===== src/rtl/mlfr_pkg.sv =====
// Shared types and constants for the marker/length frame receiver.
package mlfr_pkg;

  localparam int unsigned ACK_FRAME_BYTES    = 3;
  localparam int unsigned MSG_HEADER_BYTES   = 4;
  localparam int unsigned MSG_OVERHEAD_BYTES = 5;

  localparam logic [15:0] TIMEOUT_RESET = 16'd100;
  localparam logic [15:0] IDLE_MAX      = 16'hFFFF;

  typedef enum logic [1:0] {
    CFG_MSG_MARKER = 2'd0,
    CFG_ACK_MARKER = 2'd1,
    CFG_TIMEOUT    = 2'd2,
    CFG_CHECK_EN   = 2'd3
  } cfg_reg_t;

  typedef enum logic [1:0] {
    FT_NONE = 2'd0,
    FT_MSG  = 2'd1,
    FT_ACK  = 2'd2
  } frame_type_t;

  typedef enum logic [2:0] {
    ST_PROGRESS = 3'd0,
    ST_MSG_OK   = 3'd1,
    ST_CHK_ERR  = 3'd2,
    ST_EMPTY    = 3'd3,
    ST_ACK_DONE = 3'd4,
    ST_TIMEOUT  = 3'd5,
    ST_IGNORED  = 3'd6
  } status_t;

  typedef struct packed {
    logic [7:0]  message_marker;
    logic [7:0]  ack_marker;
    logic [15:0] receive_timeout;
    logic        check_enable;
  } cfg_t;

  typedef struct packed {
    logic        byte_valid;
    frame_type_t frame_type;
    logic [8:0]  position;
    logic [7:0]  byte_out;
    logic        frame_end;
    status_t     status;
    logic [7:0]  target_addr;
    logic [7:0]  source_addr;
    logic [7:0]  payload_length;
  } result_t;

endpackage


===== src/rtl/mlfr_cfg.sv =====
// Configuration register file: markers, receive timeout, checksum enable.
module mlfr_cfg
  import mlfr_pkg::*;
(
  input  logic       clk,
  input  logic       rst_n,
  input  logic       wr_en,
  input  cfg_reg_t   wr_index,
  input  logic [7:0] wr_data_lo,
  input  logic [15:0] wr_data,
  output cfg_t       cfg
);

  cfg_t cfg_r;

  always_ff @(posedge clk) begin
    if (!rst_n) begin
      cfg_r.message_marker  <= 8'd0;
      cfg_r.ack_marker      <= 8'd0;
      cfg_r.receive_timeout <= TIMEOUT_RESET;
      cfg_r.check_enable    <= 1'b1;
    end else if (wr_en) begin
      unique case (wr_index)
        CFG_MSG_MARKER: cfg_r.message_marker  <= wr_data_lo;
        CFG_ACK_MARKER: cfg_r.ack_marker      <= wr_data_lo;
        CFG_TIMEOUT:    cfg_r.receive_timeout <= wr_data;
        CFG_CHECK_EN:   cfg_r.check_enable    <= wr_data[0];
        default: ;
      endcase
    end
  end

  assign cfg = cfg_r;

endmodule


===== src/rtl/mlfr_core.sv =====
// Frame tracking state and the per-transaction result logic.
module mlfr_core
  import mlfr_pkg::*;
(
  input  logic       clk,
  input  logic       rst_n,
  input  logic       step,
  input  logic       kind,
  input  logic [7:0] rx_byte,
  input  cfg_t       cfg,
  output result_t    res
);

  logic        in_frame_r, in_frame_nxt;
  frame_type_t kind_r, kind_nxt;
  logic [8:0]  count_r, count_nxt;
  logic [7:0]  len_r, len_nxt;
  logic [7:0]  tgt_r, tgt_nxt;
  logic [7:0]  src_r, src_nxt;
  logic [7:0]  xor_r, xor_nxt;
  logic [15:0] idle_r, idle_nxt;

  logic        open_msg, open_ack;
  logic [15:0] idle_inc;
  frame_type_t ft;
  logic [8:0]  pos;
  logic [7:0]  xor_cur;
  logic        fend;

  always_comb begin
    in_frame_nxt = in_frame_r;
    kind_nxt     = kind_r;
    count_nxt    = count_r;
    len_nxt      = len_r;
    tgt_nxt      = tgt_r;
    src_nxt      = src_r;
    xor_nxt      = xor_r;
    idle_nxt     = idle_r;
    res          = '0;
    open_msg     = (rx_byte == cfg.message_marker);
    open_ack     = (rx_byte == cfg.ack_marker);
    idle_inc     = (idle_r != IDLE_MAX) ? idle_r + 16'd1 : idle_r;
    ft           = in_frame_r ? kind_r : (open_msg ? FT_MSG : FT_ACK);
    pos          = in_frame_r ? count_r : 9'd0;
    xor_cur      = in_frame_r ? xor_r : 8'd0;
    fend         = 1'b0;

    if (kind) begin
      idle_nxt = idle_inc;
      if (in_frame_r && (idle_inc >= cfg.receive_timeout)) begin
        res.status         = ST_TIMEOUT;
        res.frame_type     = kind_r;
        res.target_addr    = tgt_r;
        res.source_addr    = src_r;
        res.payload_length = len_r;
        in_frame_nxt       = 1'b0;
        kind_nxt           = FT_NONE;
        count_nxt          = 9'd0;
        xor_nxt            = 8'd0;
      end
    end else begin
      idle_nxt = 16'd0;
      if (!in_frame_r && !open_msg && !open_ack) begin
        res.status = ST_IGNORED;
      end else begin
        // a new frame clears the held header fields
        if (!in_frame_r) begin
          tgt_nxt = 8'd0;
          src_nxt = 8'd0;
          len_nxt = 8'd0;
        end
        res.status = ST_PROGRESS;
        if (ft == FT_ACK) begin
          if (pos >= 9'(ACK_FRAME_BYTES - 1)) begin
            fend       = 1'b1;
            res.status = ST_ACK_DONE;
          end
        end else begin
          if (pos == 9'd1) tgt_nxt = rx_byte;
          if (pos == 9'd2) src_nxt = rx_byte;
          if (pos == 9'd3) len_nxt = rx_byte;
          // last byte sits at length + overhead - 1
          if ((pos >= 9'(MSG_HEADER_BYTES)) &&
              (pos == {1'b0, len_nxt} + 9'(MSG_OVERHEAD_BYTES - 1))) begin
            fend = 1'b1;
            priority if (len_nxt == 8'd0)                     res.status = ST_EMPTY;
            else if (cfg.check_enable && (xor_cur != rx_byte)) res.status = ST_CHK_ERR;
            else                                               res.status = ST_MSG_OK;
          end
        end
        res.byte_valid     = 1'b1;
        res.frame_type     = ft;
        res.position       = pos;
        res.byte_out       = rx_byte;
        res.frame_end      = fend;
        res.target_addr    = tgt_nxt;
        res.source_addr    = src_nxt;
        res.payload_length = len_nxt;
        if (fend) begin
          in_frame_nxt = 1'b0;
          kind_nxt     = FT_NONE;
          count_nxt    = 9'd0;
          xor_nxt      = 8'd0;
        end else begin
          in_frame_nxt = 1'b1;
          kind_nxt     = ft;
          count_nxt    = pos + 9'd1;
          xor_nxt      = xor_cur ^ rx_byte;
        end
      end
    end
  end

  always_ff @(posedge clk) begin
    if (!rst_n) begin
      in_frame_r <= 1'b0;
      kind_r     <= FT_NONE;
      count_r    <= 9'd0;
      len_r      <= 8'd0;
      tgt_r      <= 8'd0;
      src_r      <= 8'd0;
      xor_r      <= 8'd0;
      idle_r     <= 16'd0;
    end else if (step) begin
      in_frame_r <= in_frame_nxt;
      kind_r     <= kind_nxt;
      count_r    <= count_nxt;
      len_r      <= len_nxt;
      tgt_r      <= tgt_nxt;
      src_r      <= src_nxt;
      xor_r      <= xor_nxt;
      idle_r     <= idle_nxt;
    end
  end

endmodule


===== src/rtl/marker_length_frame_receiver.sv =====
// Top level of the marker/length frame receiver.
//
// Each input transaction is a received byte (in_kind 0) or a time tick
// (in_kind 1) and produces exactly one result transaction. Outside a frame,
// bytes equal to message_marker open a message frame (marker, target, source,
// length, payload, XOR checksum), bytes equal to ack_marker open a three-byte
// acknowledge frame, and all others are reported as ignored. Every framed
// byte is echoed with its position and the header fields held so far; the
// last byte carries the frame status. Ticks count idle time since the last
// byte, and an open frame is dropped with a timeout status once that count
// reaches receive_timeout. Timing: two register stages, an input register
// and a result register; an accepted transaction waits in the input
// register until the result register is free, and its result is then
// registered there; one transaction per cycle is sustained as long as
// out_stall stays low. The frame state updates as an item moves from
// the input register to the result register. Configuration writes are
// always ready and take effect on the next cycle; write only while no
// transaction is in flight.
module marker_length_frame_receiver
  import mlfr_pkg::*;
(
  input  logic        clk,
  input  logic        rst_n,
  // input channel
  input  logic        in_valid,
  output logic        in_stall,
  input  logic        in_kind,
  input  logic [7:0]  in_rx_byte,
  // result channel
  output logic        out_valid,
  input  logic        out_stall,
  output logic        out_byte_valid,
  output logic [1:0]  out_frame_type,
  output logic [8:0]  out_position,
  output logic [7:0]  out_byte_out,
  output logic        out_frame_end,
  output logic [2:0]  out_status,
  output logic [7:0]  out_target_addr,
  output logic [7:0]  out_source_addr,
  output logic [7:0]  out_payload_length,
  // configuration write channel
  input  logic        cfg_valid,
  output logic        cfg_ready,
  input  logic [1:0]  cfg_index,
  input  logic [15:0] cfg_data
);

  cfg_t    cfg;
  result_t res;

  logic       s1_valid_r;
  logic       s1_kind_r;
  logic [7:0] s1_byte_r;
  logic       out_valid_r;
  result_t    out_r;

  logic out_free;
  logic step;

  // result register can take a new item when empty or being drained
  assign out_free = !out_valid_r || !out_stall;
  assign step     = s1_valid_r && out_free;
  assign in_stall = s1_valid_r && !out_free;

  assign cfg_ready = 1'b1;

  mlfr_cfg u_cfg (
    .clk        (clk),
    .rst_n      (rst_n),
    .wr_en      (cfg_valid),
    .wr_index   (cfg_reg_t'(cfg_index)),
    .wr_data_lo (cfg_data[7:0]),
    .wr_data    (cfg_data),
    .cfg        (cfg)
  );

  mlfr_core u_core (
    .clk     (clk),
    .rst_n   (rst_n),
    .step    (step),
    .kind    (s1_kind_r),
    .rx_byte (s1_byte_r),
    .cfg     (cfg),
    .res     (res)
  );

  // input register
  always_ff @(posedge clk) begin
    if (!rst_n) begin
      s1_valid_r <= 1'b0;
    end else if (!in_stall) begin
      s1_valid_r <= in_valid;
    end
  end

  always_ff @(posedge clk) begin
    if (in_valid && !in_stall) begin
      s1_kind_r <= in_kind;
      s1_byte_r <= in_rx_byte;
    end
  end

  // result register
  always_ff @(posedge clk) begin
    if (!rst_n) begin
      out_valid_r <= 1'b0;
    end else if (out_free) begin
      out_valid_r <= s1_valid_r;
    end
  end

  always_ff @(posedge clk) begin
    if (step) begin
      out_r <= res;
    end
  end

  assign out_valid          = out_valid_r;
  assign out_byte_valid     = out_r.byte_valid;
  assign out_frame_type     = out_r.frame_type;
  assign out_position       = out_r.position;
  assign out_byte_out       = out_r.byte_out;
  assign out_frame_end      = out_r.frame_end;
  assign out_status         = out_r.status;
  assign out_target_addr    = out_r.target_addr;
  assign out_source_addr    = out_r.source_addr;
  assign out_payload_length = out_r.payload_length;

endmodule


===== config.mk =====
export PLATFORM = sky130hd
export DESIGN_NAME = marker_length_frame_receiver
export DESIGN_NICKNAME = d
export VERILOG_FILES = /design/src/rtl/mlfr_pkg.sv /design/src/rtl/mlfr_cfg.sv /design/src/rtl/mlfr_core.sv /design/src/rtl/marker_length_frame_receiver.sv
export SDC_FILE = /design/constraint.sdc
export NUM_CORES = 1
export LEC_CHECK = 0
export ABC_AREA = 1
export BUFFER_PORTS_ARGS = -buffer_cell sky130_fd_sc_hd__buf_2
export CAP_MARGIN = 10
export CORE_ASPECT_RATIO = 0.5
export CORE_UTILIZATION = 25
export DETAILED_ROUTE_END_ITERATION = 16
export GPL_TIMING_DRIVEN = 1
export MAX_ROUTING_LAYER = met4
export PLACE_DENSITY = 0.51
export REMOVE_ABC_BUFFERS = 1
export SYNTH_ARGS = -nofsm -noshare
export SYNTH_HDL_FRONTEND = slang
export SYNTH_SLANG_ARGS = --single-unit

===== constraint.sdc =====
create_clock -name clk -period 7.5 [get_ports clk]
set_clock_uncertainty 0.15 [all_clocks]
set_input_delay 0.375 -clock clk [delete_from_list [all_inputs] [get_ports clk]]
set_output_delay 0.375 -clock clk [all_outputs]
set_load 0.01 [all_outputs]

Word level (Yosys, flattened, before mapping)
Index checks and enable logic that the tools add are counted.
Cells by class
  muxes and demuxes: 51
  bitwise gates (word level): 3
  reductions and logical operators: 25
  add/sub/neg operators: 3
  eq/ne operators: 14
  $lt $le $gt $ge: 3
Operators with widths (count)
  two-way mux 8 bit: 17
  two-way mux 27 bit: 2
  two-way mux 9 bit: 5
  two-way mux 16 bit: 2
  two-way mux 24 bit: 1
  two-way mux 21 bit: 1
  equality test 9 x 2 -> 1 bit (second input constant): 2
  two-way mux 2 bit: 9
  adder 16 x 1 -> 16 bit (second input constant): 1
  equality test 8 bit: 2
  greater-or-equal comparator 16 bit: 1
  inequality test 16 bit (second input constant): 1
  two-way mux 3 bit: 5
  adder 8 x 3 -> 9 bit (second input constant): 1
  adder 9 x 1 -> 9 bit (second input constant): 1
  equality test 9 x 1 -> 1 bit (second input constant): 1
  equality test 9 bit: 1
  greater-or-equal comparator 9 x 2 -> 1 bit (second input constant): 1
  greater-or-equal comparator 9 x 3 -> 1 bit (second input constant): 1
  two-way mux 1 bit: 9
  logical AND 1 bit: 8
  logical NOT 8 bit: 1
  inequality test 8 bit: 1
  AND reduction 2 bit: 4
  other kinds (11): 21
Storage, ports and cells
  output and inout bits: 51
  register bits after elaboration: 152
  input bits: 32
  logic and storage cells: 124

Logic depth before layout (Yosys ltp)
Gate-level depths: netlist (run 1).
  word-level depth: 17
  gate-level depth with buffers: 26

Hierarchy
A second synthesis (run 1) with hierarchy kept.
Unflattened totals
  cell total of the unflattened synthesis: 1079
  area total of the unflattened synthesis: 8115.3 um^2
Modules (own cells, without submodules)
  mlfr_core: times used 1, area each 4921.0 um^2, cells an instance 799, seq. area each 1201.2 um^2
  marker_length_frame_receiver: times used 1, area each 1818.0 um^2, cells an instance 72, seq. area each 1751.7 um^2
  mlfr_cfg: times used 1, area each 1376.3 um^2, cells an instance 208, seq. area each 660.6 um^2

Least setup slack after synthesis (run 1)
Ideal clock, no wire load.
  path type: input-to-reg
  from: input out_stall
  to: register u_core.idle_r[10]
  path slack: 2870 ps
  arrival: 4409 ps
  library setup time: 70 ps
  data required time: 7280 ps
  stages: 8
  cells stage by stage: nand2_1 -> inv_1 -> nor2_1 -> clkinv_1 -> nor2_1 -> clkbuf_1 -> nand2_1 -> a21oi_1
On the way
  word-level cells in the longest chain between the ends: 3
Ends and longest elaborated chain
  from (decl): RTL line marker_length_frame_receiver.sv:31  | input logic out_stall,
  logical NOT 1 bit: RTL line marker_length_frame_receiver.sv:61  | assign out_free = !out_valid_r || !out_stall;
  logical OR 1 bit: RTL line marker_length_frame_receiver.sv:61
  logical AND 1 bit: RTL line marker_length_frame_receiver.sv:62  | assign step = s1_valid_r && out_free;
  named net step: RTL line marker_length_frame_receiver.sv:58  | logic step;
  to (signal assigned): RTL line mlfr_core.sv:132  | idle_r <= idle_nxt;
  to (decl): RTL line mlfr_core.sv:21  | logic [15:0] idle_r, idle_nxt;
The timed path passes the listed nets, and every way through them passes these cells.
A chain may end at the register's enable or synchronous reset.

Final worst setup path (run 1)
  from: register u_core.idle_r[0]
  to: register u_core.xor_r[1]
On the way
  word-level cells in the longest chain between the ends: 6
Ends and longest elaborated chain
  adder 16 x 1 -> 16 bit or inequality test 16 bit (tied branches): RTL line mlfr_core.sv:42  | idle_inc = (idle_r != IDLE_MAX) ? idle_r + 16'd1 : idle_r;
  two-way mux 16 bit *: RTL line mlfr_core.sv:42
  greater-or-equal comparator 16 bit *: RTL line mlfr_core.sv:50  | if (in_frame_r && (idle_inc >= cfg.receive_timeout)) begin
  logical AND 1 bit *: RTL line mlfr_core.sv:50
  inequality test 2 x 1 -> 1 bit (no line) *
  AND reduction 3 bit (no line) *
  to (signal assigned): RTL line mlfr_core.sv:131  | xor_r <= xor_nxt;
  to (decl): RTL line mlfr_core.sv:20  | logic [7:0] xor_r, xor_nxt;
Mark *: on every way between the ends. The rest lies on a longest branch, timed or not.

==> impl_metrics.toml, run 1 <==
[power]
vdd_drop_max_mv = 0.122
p_per_area_nw_per_um2 = 198
leakagePower_nw = 3.97

[finish]
final_common_cell = "nand2_1"
num-fill-cells = 3328
drive_above_1_share_pct = 15.1
antenna_cells = 0
layout.nets = 1147
syn_to_final_growth_pct = 17.8
fin_cells = 1529
final_cell_mix = "nand2_1 (220), nor2_1 (108), inv_1 (99)"

[clock_network]
insertion_delay_ns = 0.43
cts_root_buf = "clkbuf_16"
cts_max_level = 4
cts_setup_buffers = 0
cts_made_buffers = 17
tritoncts = "built"
cts.sinks = 152
path_clk_slew_ns = 0.06
max-clock-path-buffers = 2
cts_resized = 0

[synth]
ys_warn_count = 0
netlist_area_sq_um = 7940
synthAdderAreaFrac_pct = 3.47
synthCells = 1027
synth-compound-area-share_pct = 12.5
ys_ff_latch = 152
syn_area_per_cell_sq_um = 7.73
synth_top_family_by_area = "simple AND/OR/NAND/NOR gates"
synth_mux_area_share_pct = 0
synth-simple-area-share_pct = 26.0
ys_types = 43
seq_area_frac_synth_pct = 45.5
synthXorXnorAreaFrac_pct = 4.08

[placed_design]
post-place-cells = 1488
gp_congestion = 0.867
hpwl_microns = 14800
portBuffers = 81

[critical_path]
startpoint_type = "flip-flop"
crit_fanout = 25
crit_type = "reg2reg"
worstPathRequired_ns = 7.62
setup.worst_path.end_class = "flip-flop"
arrival_ns = 4.83

[timing]
fmax_mhz = 212
fin_crit_sh_pct = 62.8
worst_slew_pin_slew_ns = 1.22
fin_tns_setup_ns = 0
rsz0062_at_grt = "no"
drv_slew = 0
finalCriticalPeriod_ns = 4.71
setup-violations-final = 0
hold_viol = 0
slew_headroom_pct = 18.7

[drt]
via_count = 6882
drt_iter0_markers = 476
drc = 0
finalWirelength_microns = 21200
viasPerCell = 4.50
antenna_left = 0
wire_per_inst_microns = 13.9
first_pass_iters = 5

[run_status]
outcome = "finished, final reports clean"

[grt]
grt-ovfl-total = 0
antenna_found_initial = 0
grt_pass1_wl_microns = 34300
grt_pass1_vias = 6585
grt_max_degree = 69
grtUsageTotal_pct = 13.8

[die]
num_rows = 45
dieArea_sq_um = 32500
dieHeight_microns = 128
die_w_microns = 254
core-area_sq_um = 30800
initial_utilization_pct = 25.8
ioPinCount = 83

[hold_path]
hp-class = "in2reg"

[flow_run]
drv_cap = 0
## report_power, final
group | internal (W) | switching (W) | total, W
logic | 0.0000357 | 0.0000680 | 0.000104
registers | 0.000878 | 0.0000141 | 0.000892
clock network | 0.000494 | 0.000362 | 0.000856
total | 0.00141 | 0.000444 | 0.00185
## registers in the layout, summed over array words and instances, names as in the netlist, 9 cells and up
register / cells
u_core.count_r: 9
u_cfg.cfg: 33
u_core.idle_r: 16
out_position: 9
## cells by family after synthesis
group,after synthesis
AND/OR/NAND/NOR,463
AO/OA/AOI/OAI,192
buffers and inverters,160
flip-flops,152
XOR/XNOR,37
adder cells (fa/ha/maj),22
other,1
## path summary, 6_finish.rpt
check / start / endpoint / slack (ns) / cells after the start
worst min register to register: u_cfg.cfg[8]$_SDFFE_PN0P_ / u_cfg.cfg[8]$_SDFFE_PN0P_ / 0.32 / 2
worst max register to register: u_core.idle_r[0]$_SDFFE_PN0P_ / u_core.xor_r[1]$_SDFFE_PN0P_ / 2.79 / 25
worst min-delay path: cfg_data[2] / u_cfg.cfg[3]$_SDFFE_PN1P_ / 0.07 / 3
worst max-delay path: u_core.idle_r[0]$_SDFFE_PN0P_ / u_core.xor_r[1]$_SDFFE_PN0P_ / 2.79 / 25
## what timing repair did
item                                    CTS  global route
endpoints found under the setup margin    0             0
endpoints found under the hold margin     9             0
hold buffers                              9             0
## final cells by class
cell class	count	area (sq um)	share of cell area (%)
tap	423	529	5.66
clock buffer	19	433	4.63
clock inverter	13	143	1.52
timing repair buffer	96	541	5.78
multi-input combinational	715	3680	39.3
inverter	111	417	4.45
sequential	152	3610	38.6
## routing by layer
metal  wire length, microns  track usage, %
met1                   9920            17.1
met2                  10100            22.8
met3                    791            2.68
met4                    360            4.54
met5                      0               -
## worst max-delay path, cell delays in order, from the launching register on
cell     delay (ns)
dfxtp_1        0.35
inv_1          0.08
nor3_2         0.28
nand3_1        0.10
nor2_1         0.13
nand2_1        0.10
nor2_1         0.19
nand2_1        0.12
nor2_1         0.16
nand3_1        0.10
xor2_1         0.14
nand2_1        0.08
ha_1           0.30
nand2_1        0.07
inv_1          0.05
nand3_1        0.09
nor3_1         0.25
nand3_1        0.11
nand3_1        0.15
nand2_1        0.06
inv_1          0.06
nand2_1        0.11
inv_2          0.38
nand2_1        0.60
nand3_1        0.25
a21oi_1        0.09
## synth_stat cells, drive strengths merged
master	count	area, sq um
nand2	240	961
nor2	117	479
inv	108	405
dfxtp	95	1900
o21ai	92	460
a21oi	90	458
nand3	61	335
edfxtp	57	1710
clkbuf	27	101
nand4	27	175
buf	22	146
ha	22	275
xor2	22	193
xnor2	15	131
nor3	7	40.0
o211ai	5	42.5
or2	4	25.0
a31oi	3	18.8
clkinv	3	11.3
nor4	2	12.5
conb	1	3.75
nand3b	1	7.51
nor3b	1	7.51
nor4b	1	8.76
o22ai	1	6.26
o31ai	1	7.51
or3	1	6.26
or4	1	7.51
## stage by stage
| step | util, % | worst slack, ns | cell area (sq um) | hold slack, ns | power, W |
|---|---|---|---|---|---|
| floorplan | - | 1.08 | 7690 | 0.285 | 0.000963 |
| global placement | 28.2 | 2.95 | 8690 | 0.304 | 0.00101 |
| detailed placement | 28.2 | 2.80 | 8690 | 0.309 | 0.00101 |
| CTS | 30.4 | 2.77 | 9360 | 0.0508 | 0.00187 |
| global route | 30.4 | 2.07 | 9360 | 0.0652 | 0.00192 |
| finish | 30.4 | 2.79 | 9360 | 0.0662 | 0.00185 |
(Power assumes the default switching activity.)
==> run 2: changes to the inputs <==
--- a/config.mk
+++ b/config.mk
@@ -5,7 +5,7 @@
 export SDC_FILE = /design/constraint.sdc
 export NUM_CORES = 1
 export LEC_CHECK = 0
-export ABC_AREA = 1
+export ABC_AREA = 0
 export BUFFER_PORTS_ARGS = -buffer_cell sky130_fd_sc_hd__buf_2
 export CAP_MARGIN = 10
 export CORE_ASPECT_RATIO = 0.5
@@ -13,7 +13,7 @@
 export DETAILED_ROUTE_END_ITERATION = 16
 export GPL_TIMING_DRIVEN = 1
 export MAX_ROUTING_LAYER = met4
-export PLACE_DENSITY = 0.51
+export PLACE_DENSITY = 0.53
 export REMOVE_ABC_BUFFERS = 1
 export SYNTH_ARGS = -nofsm -noshare
 export SYNTH_HDL_FRONTEND = slang
==> constraint.sdc (replaced) <==
create_clock -name clk -period 4.06 [get_ports clk]
set_clock_uncertainty 0.15 [all_clocks]
set_input_delay 0.203 -clock clk [delete_from_list [all_inputs] [get_ports clk]]
set_output_delay 0.203 -clock clk [all_outputs]
set_load 0.01 [all_outputs]
==> run 2 against run 1 <==
Compared with the run above: sequential power is 84% higher; core utilization up 2.6 points; final cell count shrank 3.7%; count of clock-buffer cells in the layout shrank 2; critical path depth down 7; largest cell class unchanged.
==> impl_metrics.toml, run 2 <==
[finish]
layout.nets = 1081
final_cell_mix = "dfxtp_1 (93), nand2_1 (85), buf_2 (81), buf_4 (81), edfxtp_1 (57)"
final_util_pct = 33.0
drive_above_1_share_pct = 25.8
largest_reg_flops = 33
fin_cells = 1472
syn_to_final_growth_pct = 28.3
num-fill-cells = 3358
final_common_cell = "dfxtp_1"
antenna_cells = 0

[critical_path]
cp_top_family = "simple AND/OR/NAND/NOR gates"
setup.worst_path.end_class = "flip-flop"
path_buf_inv = 3
worstPathRequired_ns = 4.24
slowest_stage = "or4_4"
crit_fanout = 5
crit_chain = "inv_2 -> nor2_4 -> ha_2 -> nor4b_4 -> a22o_4 -> nor2_2 -> a21oi_2 -> ha_1 -> xnor2_1 -> nand2_1 -> or4_4 -> o32ai_4 -> nand4_1 -> or4_4 -> clkbuf_16 -> buf_4 -> nand4_1 -> o221ai_2"
arrival_ns = 4.12
crit_type = "reg2reg"
slowest_delay_ns = 0.55
startpoint_type = "flip-flop"

[synth]
ys_ff_latch = 152
yosys_most_used_dff = "dfxtp_1"
ys_async_sr_fraction_pct = 0
yosys-top-cells-count = "dfxtp_1 (95), nand2_1 (85), edfxtp_1 (57)"
synth-edff-count = 57
ys_types = 79
synth_top_area_share_pct = 23.0
synthCells = 871
syn_area_per_cell_sq_um = 9.48
post-synth-top-count-cell = "dfxtp_1"
synthTopCellsByArea = "dfxtp_1 (23%), edfxtp_1 (21%), nor2b_1 (4.2%)"
yosysTopAreaCell = "dfxtp_1"
netlist_area_sq_um = 8260
seq_area_frac_synth_pct = 43.7
ys_warn_count = 0

[power]
totalPowerFinal_w = 0.00345
p_switching_w = 0.000923
clockPowerShare_pct = 45.7
p_per_area_nw_per_um2 = 326
comb_power_share_pct = 6.8
leakagePower_nw = 4.11
swShare_pct = 26.7
seq_power_share_pct = 47.4
vdd_drop_max_mv = 0.286
internal-power_w = 0.00253

[placed_design]
gp_congestion = 0.873
post-place-cells = 1401
hpwl_microns = 17200
portBuffers = 81

[drt]
first_pass_iters = 5
wire_per_inst_microns = 16.7
drt_iter0_markers = 511
drc = 0
via_count = 7063
viasPerCell = 4.80
finalWirelength_microns = 24600
antenna_left = 0

[run_status]
outcome = "finished, final reports clean"

[timing]
slew_headroom_pct = 37.5
drv_slew = 0
worst_slew_pin_slew_ns = 0.935
fin_crit_sh_pct = 97.0
setup-violations-final = 0
fmax_mhz = 254
fin_tns_setup_ns = 0
hold_viol = 0
finalCriticalPeriod_ns = 3.94

[die]
die_w_microns = 259
core-area_sq_um = 32100
dieHeight_microns = 131
num_rows = 46
ioPinCount = 83
initial_utilization_pct = 25.7
dieArea_sq_um = 33800

[clock_network]
insertion_delay_ns = 0.45
cts_max_level = 4
cts_made_buffers = 17
max-clock-path-buffers = 2
cts.sinks = 152
path_clk_slew_ns = 0.07
tritoncts = "built"
cts_root_buf = "clkbuf_16"

[grt]
grt-ovfl-total = 0
grt_pass1_vias = 6895
grtUsageTotal_pct = 15.3
antenna_found_initial = 0
grt_max_degree = 67
grt_pass1_wl_microns = 38500

[flow_run]
drv_cap = 0

[hold_path]
hp-class = "in2reg"
run 2: cell type report:
class	count	area (sq um)	share of cell area (%)
multi-input combinational	609	4270	40.3
timing repair buffer	196	1400	13.2
clock inverter	15	159	1.50
tap	432	541	5.10
clock buffer	17	425	4.01
sequential	152	3620	34.1
inverter	51	191	1.81
run 2: worst paths after layout:
| kind | start | endpoint | slack (ns) | cells past startpoint |
|---|---|---|---|---|
| max | u_core.in_frame_r$_SDFFE_PN0P_ | u_core.xor_r[7]$_SDFFE_PN0P_ | 0.12 | 18 |
| min | cfg_index[0] | u_cfg.cfg[4]$_SDFFE_PN0P_ | 0.16 | 5 |
| max reg2reg | u_core.in_frame_r$_SDFFE_PN0P_ | u_core.xor_r[7]$_SDFFE_PN0P_ | 0.12 | 18 |
| min reg2reg | u_cfg.cfg[14]$_SDFFE_PN0P_ | u_cfg.cfg[14]$_SDFFE_PN0P_ | 0.32 | 2 |
run 2: metal layers:
layer	part of all wire, %	wire length, microns	vias up	global-route usage (%)
li1	-	-	3458	-
met1	46	11400	3438	19.0
met2	48	11900	141	25.2
met3	3.8	940	26	2.68
met4	1.5	376	0	5.74
met5	0	0	-	-
run 2: worst reg2reg max path, stage by stage, from the launching register on:
cell,delay [ns]
dfxtp_2,0.36
inv_2,0.06
nor2_4,0.11
ha_2,0.18
nor4b_4,0.34
a22o_4,0.22
nor2_2,0.05
a21oi_2,0.12
ha_1,0.26
xnor2_1,0.16
nand2_1,0.09
or4_4,0.43
o32ai_4,0.12
nand4_1,0.12
or4_4,0.55
clkbuf_16,0.19
buf_4,0.14
nand4_1,0.10
o221ai_2,0.09
run 2: cell families (layout without fill, tap and decap cells):
family	Yosys count	in the layout	synth area share, %
XOR/XNOR	40	40	4.33
multiplexers	21	21	2.57
adder cells (fa/ha/maj)	22	22	3.33
AND/OR/NAND/NOR	314	314	20.0
flip-flops	152	152	43.7
other	1	1	0.0454
AO/OA/AOI/OAI	211	211	19.3
buffers and inverters	110	279	6.66
run 2: timing repair:
item	4_1_cts	5_1_grt
gates resized for setup	11	32
hold endpoints to repair	44	0
hold buffers	29	0
endpoints found under the setup margin	45	49
pin swaps	1	13
buffers inserted	2	7
gates cloned	0	1
run 2: power groups by stage:
stage / clock (W) / sequential [W] / combinational (W)
finish: 0.00158 / 0.00164 / 0.000236
global route: 0.00169 / 0.00164 / 0.000259
CTS: 0.00162 / 0.00164 / 0.000237
detailed placement: 0 / 0.00167 / 0.000214
global placement: 0 / 0.00167 / 0.000211
floorplan: 0 / 0.00169 / 0.0000856
run 2: per-stage QoR:
step	area (sq um)	setup WS (ns)	hold slack (ns)
CTS	10400	0.00132	0.131
detailed placement	9440	-0.195	0.231
global placement	9440	-0.0515	0.231
floorplan	7900	-1.64	0.115
global route	10600	-0.0318	0.160
finish	10600	0.120	0.160
==> run 3: changes to the inputs <==
--- a/config.mk
+++ b/config.mk
@@ -15,6 +15,8 @@
 export MAX_ROUTING_LAYER = met4
 export PLACE_DENSITY = 0.53
 export REMOVE_ABC_BUFFERS = 1
+export SKIP_CTS_REPAIR_TIMING = 1
 export SYNTH_ARGS = -nofsm -noshare
 export SYNTH_HDL_FRONTEND = slang
+export SYNTH_HIERARCHICAL = 1
 export SYNTH_SLANG_ARGS = --single-unit
==> run 3 against run 2 <==
Compared with the run above: area after synthesis shrank 5.2%; global-route usage shrank 1.4 points; total power shrank 4.8%; combinational power shrank 2%; register-to-register slack gained 0.09 ns; synthesized cell count shrank 4.8%; non-clock buffer count shrank 25; largest cell class unchanged; final cell count shrank 4.7%; critical endpoint is now u_core/count_r[1]$_SDFFE_PN0P_; setup slack gained 0.089 ns; die area shrank 5.1%; critical path depth grew 1.
==> impl_metrics.toml, run 3 <==
[synth]
yosys-top-cells-count = "nand2_1 (115), dfxtp_1 (95), nor2_1 (70)"
synth-edff-count = 57
syn_area_per_cell_sq_um = 9.45
yosys_most_used_dff = "dfxtp_1"
post-synth-top-count-cell = "nand2_1"
ys_async_sr_fraction_pct = 0
seq_area_frac_synth_pct = 46.1
yosysTopAreaCell = "dfxtp_1"
ys_warn_count = 6
synthTopCellsByArea = "dfxtp_1 (24%), edfxtp_1 (22%), nand2_1 (5.5%)"
netlist_area_sq_um = 7830
ys_ff_latch = 152
synthCells = 829
synth_top_area_share_pct = 24.3
ys_types = 66

[flow_run]
drv_cap = 0

[power]
leakagePower_nw = 3.75
internal-power_w = 0.00249
vdd_drop_max_mv = 0.227
seq_power_share_pct = 49.9
swShare_pct = 24.4
p_per_area_nw_per_um2 = 332
comb_power_share_pct = 7.1
p_switching_w = 0.000802
clockPowerShare_pct = 43.1

[clock_network]
cts_root_buf = "clkbuf_16"
cts.sinks = 152
insertion_delay_ns = 0.43
path_clk_slew_ns = 0.06
max-clock-path-buffers = 2
cts_made_buffers = 17
tritoncts = "built"
cts_max_level = 4

[timing]
worst_slack_ns = 0.209
fin_crit_sh_pct = 94.8
worst_slew_pin_slew_ns = 0.759
slew_headroom_pct = 49.3
hold_viol = 0
fin_tns_setup_ns = 0
drv_slew = 0
fmax_mhz = 260
setup-violations-final = 0
finalCriticalPeriod_ns = 3.85

[hold_path]
worstHoldStart = "cfg_index[0]"
hp-class = "in2reg"
hold_depth = 3
hold_end = "u_cfg/cfg[7]$_SDFFE_PN1P_"

[critical_path]
setup.worst_path.end_class = "flip-flop"
r2r_cells = 19
worstPathRequired_ns = 4.22
crit_type = "reg2reg"
rr_startpoint = "u_core/count_r[1]$_SDFFE_PN0P_"
arrival_ns = 4.01
timing.rr.end = "u_core/count_r[1]$_SDFFE_PN0P_"
startpoint_type = "flip-flop"
crit_fanout = 7
reg2reg_setup_slack_ns = 0.21

[drt]
drc = 0
antenna_left = 0
drt_iter0_markers = 455
finalWirelength_microns = 22000
first_pass_iters = 6
viasPerCell = 4.74
via_count = 6654
wire_per_inst_microns = 15.7

[die]
die_w_microns = 252
dieHeight_microns = 127
core-area_sq_um = 30600
dieArea_sq_um = 32100
initial_utilization_pct = 25.6
num_rows = 45
ioPinCount = 83

[grt]
grt_max_degree = 67
antenna_found_initial = 0
grtUsageTotal_pct = 13.9
grt_pass1_vias = 6220
grt_pass1_wl_microns = 34100
grt-ovfl-total = 0

[finish]
antenna_cells = 0
multi_input_area_sq_um = 3900
final_cell_mix = "nand2_1 (115), dfxtp_1 (88), buf_2 (81)"
num-fill-cells = 3098
final_common_cell = "nand2_1"
largest_reg_flops = 33
syn_to_final_growth_pct = 26.2
drive_above_1_share_pct = 21.3
layout.nets = 1021
regArea_sq_um = 3620

[placed_design]
hpwl_microns = 15200
portBuffers = 81
gp_congestion = 0.857
dp_slack_ns = -0.0987

[run_status]
outcome = "finished, final reports clean"
run 3: through the flow:
| stage | hold WS, ns | std cells | instance area [sq um] | util [%] | total power, W |
|---|---|---|---|---|---|
| finish | 0.0681 | 1403 | 9890 | 32.3 | 0.00329 |
| detailed placement | 0.234 | 1334 | 8940 | 29.2 | 0.00188 |
| global route | 0.0504 | 1403 | 9890 | 32.3 | 0.00341 |
| floorplan | 0.129 | 777 | 7580 | - | 0.00178 |
| CTS | -0.216 | 1366 | 9460 | 30.9 | 0.00330 |
| global placement | 0.230 | 1334 | 8940 | 29.2 | 0.00188 |
run 3: power groups by stage:
stage	Combinational [W]	Clock [W]	Sequential, W
after floorplan	0.0000828	0	0.00169
after global placement	0.000207	0	0.00167
after detailed placement	0.000210	0	0.00167
after CTS	0.000211	0.00145	0.00164
after global routing	0.000252	0.00151	0.00164
final	0.000232	0.00142	0.00164
run 3: logic make-up after synthesis:
kind of cell,after synthesis,share of synthesized area [%]
AND/OR/NAND/NOR,310,19.4
AO/OA/AOI/OAI,179,17.0
flip-flops,152,46.1
buffers and inverters,91,5.06
XOR/XNOR,43,4.81
multiplexers,31,3.99
adder cells (fa/ha/maj),22,3.51
other,1,0.0479
run 3: how the worst max path moves through the flow:
stage | endpoint | cells past startpoint | slack (ns) | start
floorplan | u_core/kind_r[0]$_SDFFE_PN0P_ | 5 | -3.69 | s1_valid_r$_SDFFE_PN0N_
global placement | out_target_addr[5]$_DFFE_PP_ | 16 | 0.08 | u_core/idle_r[0]$_SDFFE_PN0P_
detailed placement | u_core/kind_r[0]$_SDFFE_PN0P_ | 18 | -0.1 | u_core/in_frame_r$_SDFFE_PN0P_
CTS | u_core/kind_r[0]$_SDFFE_PN0P_ | 18 | -0.13 | u_core/in_frame_r$_SDFFE_PN0P_
global route | u_core/count_r[8]$_SDFFE_PN0P_ | 19 | -0.03 | u_core/in_frame_r$_SDFFE_PN0P_
finish | u_core/count_r[1]$_SDFFE_PN0P_ | 19 | 0.21 | u_core/count_r[1]$_SDFFE_PN0P_
run 3: layout make-up:
cell class                 instances  share of cell area (%)
timing repair buffer             171                    11.9
sequential                       152                    36.6
inverter                          39                    1.48
tap                              423                    5.35
multi-input combinational        586                    39.4
clock inverter                    12                   0.810
clock buffer                      20                    4.42
run 3: worst max-delay path, stage by stage (launching register included):
cell and delay [ns]:
dfxtp_1 0.34, nand2_1 0.09, inv_1 0.06, ha_1 0.20
buf_4 0.15, a22o_4 0.28, nand2_1 0.08, o21a_1 0.15
inv_1 0.06, ha_2 0.21, and2_1 0.17, a32o_1 0.25
a2111oi_4 0.20, a2bb2oi_2 0.11, a2111oi_4 0.42, clkbuf_16 0.22
nor3_4 0.04, buf_6 0.17, buf_4 0.13, a32o_1 0.26
run 3: per-layer routing:
metal,share of wire (%),global-route usage (%),wire (microns)
met4,1.6,4.39,362
met2,50,23.2,11000
met5,0,-,0
met1,45,17.2,9940
met3,3.3,2.44,725
